**config.mk**
```make
export PLATFORM = sky130hd
export DESIGN_NAME = cops_mul
export DESIGN_NICKNAME = d
export VERILOG_FILES = /design/src/circular_orbit_phase_sincos_macros.svh /design/src/cops_mul.sv
export SDC_FILE = /design/constraint.sdc
export NUM_CORES = 2
export LEC_CHECK = 0
export BUFFER_PORTS_ARGS = -buffer_cell sky130_fd_sc_hd__clkbuf_2
export CAP_MARGIN = 10
export CORE_ASPECT_RATIO = 1.2
export CORE_UTILIZATION = 55
export DETAILED_ROUTE_END_ITERATION = 6
export PLACE_DENSITY = 0.72
export SETUP_SLACK_MARGIN = 0.4
export SLEW_MARGIN = 20
export SYNTH_ARGS = -nofsm -noshare
export SYNTH_HDL_FRONTEND = slang
export SYNTH_SLANG_ARGS = --single-unit
```
**constraint.sdc**
```tcl
create_clock -name clk -period 18.47 [get_ports clk]
set_clock_uncertainty 0.15 [all_clocks]
set_input_delay 0 -clock clk [delete_from_list [all_inputs] [get_ports clk]]
set_output_delay 0 -clock clk [all_outputs]
set_load 0.005 [all_outputs]
```
**src/circular_orbit_phase_sincos_macros.svh**
```systemverilog
// Assertion macros shared by the orbit phase block.
`ifndef CIRCULAR_ORBIT_PHASE_SINCOS_MACROS_SVH
`define CIRCULAR_ORBIT_PHASE_SINCOS_MACROS_SVH

// The consequent must hold in the same cycle as the antecedent.
`define COPS_ASSERT_NOW(label, ante, cons, msg) \
  label: assert property (@(posedge clk) disable iff (rst) (ante) |-> (cons)) \
    else $error(msg);

// The consequent must hold in the cycle after the antecedent.
`define COPS_ASSERT_NEXT(label, ante, cons, msg) \
  label: assert property (@(posedge clk) disable iff (rst) (ante) |=> (cons)) \
    else $error(msg);

`endif

```
**src/cops_mul.sv**
```systemverilog
module cops_mul (
  input  logic                clk,
  input  logic                en,
  input  logic signed [35:0]  a,
  input  logic signed [33:0]  b,
  output logic signed [69:0]  p
);

  always_ff @(posedge clk) begin
    if (en) begin
      p <= a * b;
    end
  end

endmodule

```
* Word-level counts from Yosys, hierarchy flattened *
Cells that the tools add are included.

word-level totals
  register bits = 70
  input port bits = 72
  output and inout port bits = 70
  logic and storage cells = 2

operators by class
  $mul = 1

operators by type and width
  operator                                        number
  36-bit by 34-bit multiplier with 70-bit output  1

* Depth between registers and ports, before layout *
  depth in word-level cells = 1
  depth in mapped cells = 30
  mapped depth without buffers = 29

* Worst setup path after synthesis *
No wires, ideal clock.

  path type = input-to-reg
  start point = input port b[7]
  end point = register p[69], data pin
  library setup time = 0.266 ns
  arrival = 7.081 ns
  required time = 18.054 ns
  setup slack = 10.974 ns
  stages on the path = 25
  path buffers = 2
  path through = clkbuf_1 -> clkbuf_1 -> nand2_1 -> inv_1 -> fa_1 -> inv_1 -> fa_1 -> inv_1 -> fa_1 -> inv_1 -> fa_1 -> inv_1 -> fa_1 -> fa_1 -> fa_1 -> fa_1 -> ha_1 -> a21o_1 -> a21o_1 -> a21oi_1 -> and4_1 -> o21ai_1 -> a41oi_1 -> o41ai_1 -> xnor2_1

between the ends
  word-level cells in the longest chain between the ends = 1

ends and longest elaborated chain
  item                                            line            RTL
  start: declaration                              cops_mul.sv:5   input logic signed [33:0] b,
  36-bit by 34-bit multiplier with 70-bit output  cops_mul.sv:11  p <= a * b;
  end signal: assignment                          cops_mul.sv:11
  end: declaration                                cops_mul.sv:6   output logic signed [69:0] p

No other way between the ends.
A chain may end at the register's enable or synchronous reset.

* Final worst setup path *
  start point = input port b[1]
  end point = register p[69], data pin

The elaborated chain is that of the path after synthesis.

==> metrics.md <==
| Metric | Value |
|---|---|
| Result of the run | `complete, no violations` |
| CTS Hold Bufs | `1` |
| Max-slew violation count | `0` |
| Synthesized net count | `6306` |
| Number of distinct library cells after synthesis | `50` |
| Clock Sinks | `70` |
| Family with the most delay on the worst path | `adder cells` |
| Number of flip-flops in the largest register | `70` |
| Overall overflow remaining after global route | `0` |
| Req. time, crit path | `18480 ps` |
| Most area-consuming cells after synthesis | `sky130_fd_sc_hd__fa_1, sky130_fd_sc_hd__inv_1, sky130_fd_sc_hd__and2_1, sky130_fd_sc_hd__ha_1, sky130_fd_sc_hd__nand2_1` |
| Final design instance area without fill | `about 47000 um^2` |
| Area share of the largest cell type after synthesis | `0.5777` |
| Layout filler cell count | `between 7000 and 8000` |
| Top cell type by total area after synthesis | `sky130_fd_sc_hd__fa_1` |
| Top routing layer in use | `met5` |
| Number of instances resized during post-cts repair | `0` |
| Final weighted congestion of routability-driven global placement | `just under 0.9` |
| Worst Path Class, Setup | `primary input to register` |
| Post-route setup TNS | `0 ps` |
| Post-route minimum period | `between 9000 and 10000 ps` |
| Vias in the first global route | `35750` |
| RSZ-0062 raised after global routing | `no` |
| Number of antenna violations at the first check in global routing | `4` |
| Critical Path Source Type | `primary input` |
| Register area | `around 2100 um^2` |
| Clock-pin slew on the worst setup and hold paths | `around 70 ps` |
| Element type at the critical path end | `register` |
| Buffers and inverters on the worst path | `7` |
| Prevailing post-synth register cell | `sky130_fd_sc_hd__edfxtp_1` |
| Timing-limited maximum frequency | `between 100 and 150 MHz` |
| Number of register bits inferred by synthesis | `70` |
| Number of instances in the synthesized netlist | `between 4000 and 5000` |
| Met2 WL | `slightly above 60000 um` |
| Clock buffers created by TritonCTS | `9` |
| Number of buffers inserted by port buffering | `around 140` |
| Clock tree root driver cell | `sky130_fd_sc_hd__clkbuf_16` |
| Clock tree from TritonCTS | `built` |
| Worst slew slack as a fraction of its limit | `0.1484` |
| Delay of the slowest cell on the worst path | `980 ps` |
| Final hold violations | `0` |
| Antenna-violating nets left | `0` |
| Regs by FF count | `p (70)` |
| DRC marker count from the first detailed-route iteration | `1776` |
| WP data arrival | `approximately 9400 ps` |
| Clock tree buffer depth | `2` |
| Synthesized area per cell | `9.578 um^2` |
| Detailed Place HPWL | `around 92000 um` |
| Initial Utilization | `0.5581` |
| Routed via count divided by cell count | `around 5.5` |
| Post-layout nets | `roughly 6200` |
| Final period utilization | `0.5077` |
| Layout Area Growth over Synthesis | `3.633%` |
| Share of synthesized area occupied by flip-flops and latches | `0.04648` |
| Final setup violation count | `0` |
| Chip Height | `316.1 um` |
| Largest Register | `p` |
| Post-synth ARST share | `0` |
| Maximum fanout along the worst path | `36` |
| Most repeated library cell on the critical path | `sky130_fd_sc_hd__fa_1` |
| Wire length the detailed router placed on met1 | `around 41000 um` |
| Number of post-CTS setup repair buffers | `0` |
| Path type of the worst min-delay path | `primary input to register` |
| Commonest non-fill, non-tap cell in the layout | `sky130_fd_sc_hd__fa_1` |
| Maximum level of the CTS H-tree | `3` |
| Detail-routed net length per standard cell | `roughly 21 um` |
| Cell area after placement | `46530 um^2` |
| Pre-antenna DRT Iters | `6` |
| First-pass GRT wire length | `around 190000 um` |
| EDFF count, synth | `70` |
| Max-cap viol count | `0` |
| Wire length reported by the detailed router | `between 100000 and 150000 um` |
| Share of cells above drive strength 1 | `0.04052` |
| IO Count | `~140` |
| Full die area | `roughly 83000 um^2` |
| DRC Markers | `0` |
| Standard cell core area | `81020 um^2` |
| Overall fraction of global-route tracks in use | `0.3040` |
| Vias after detailed routing | `around 31000` |
| Cell area after synthesis | `about 45000 um^2` |
| Pin count of the biggest net entering global routing | `between 40 and 50` |
| Most frequent cells in the layout | `sky130_fd_sc_hd__fa_1, sky130_fd_sc_hd__inv_1, sky130_fd_sc_hd__nand2_1, sky130_fd_sc_hd__and2_1, sky130_fd_sc_hd__ha_1` |
| Die span in x | `about 260 um` |
| Multi-input gate area in the final layout | `between 30000 and 40000 um^2` |
| Standard-cell rows | `roughly 110` |
| Standard cell with the maximum stage delay on the critical path | `sky130_fd_sc_hd__o21ai_0` |
| Synth warnings | `0` |
| Worst Tran Pin Value | `roughly 1300 ps` |
| Routed wl met3 | `between 7000 and 8000 um` |
==> kinds of logic (layout without fill, tap and decap cells) <==
logic type,Yosys count,count (layout),synth area share
AOI/OAI and AO/OA,211,211,0.03102
xor gates and xnor gates,79,79,0.01530
adders and majority gates,1513,1513,0.6353
buffers and inverters,1486,1429,0.1235
DFF,70,70,0.04648
other,0,4,0
and+or+nand+nor,1362,1362,0.1484
==> worst paths after layout <==
path,endpoint,cells past startpoint,slack [ps],start
hold / removal,p[0],3,180,a[0]
setup / recovery,p[69],27,9090,b[1]
==> metal layers <==
layer / track usage / vias up
met2: 0.5408 / 1265
met1: 0.3520 / 16570
li1: - / 13210
met5: 0 / -
met3: 0.04326 / 386
met4: 0.1785 / 6
==> through the flow <==
stage / util / worst slack (ps) / cells / hold slack, ps
floorplan: - / 10970 / 4721 / -37.50
global placement: 0.5743 / 8873 / 5691 / 247.4
detailed placement: 0.5743 / 8837 / 5691 / 248.8
CTS: 0.5783 / 9255 / 5708 / 159.0
global route: 0.5783 / 9053 / 5709 / 181.3
finish: 0.5784 / 9093 / 5712 / 176.6
==> final cells by class <==
class,count,area share
repair buffers,170,0.01981
inverters,1243,0.09956
diodes,4,0.0002136
well taps,1044,0.02787
flip-flops and latches,70,0.04486
clock buffers,10,0.004886
clock inverters,6,0.001842
multi-input cells,3165,0.8010
==> cells in the mapped netlist (all sizes together) (7+ instances only) <==
library cell	instances
xor2	16
and3	9
a31oi	7
nand2b	15
edfxtp	70
fa	1305
and2	574
nor2	67
ha	208
o21ai	36
nor2b	9
nand3	22
xnor2	63
a21oi	65
inv	1243
nand2	646
o21bai	9
a21o	51
clkbuf	239
==> tightest hold or removal path, cell delays in order <==
cell and delay [ps]:
sky130_fd_sc_hd__clkbuf_2 80, sky130_fd_sc_hd__buf_4 270, sky130_fd_sc_hd__and2_1 200
Power is not shown: default switching activity piles up to over one toggle a cycle in this logic, so the estimate is an artifact.
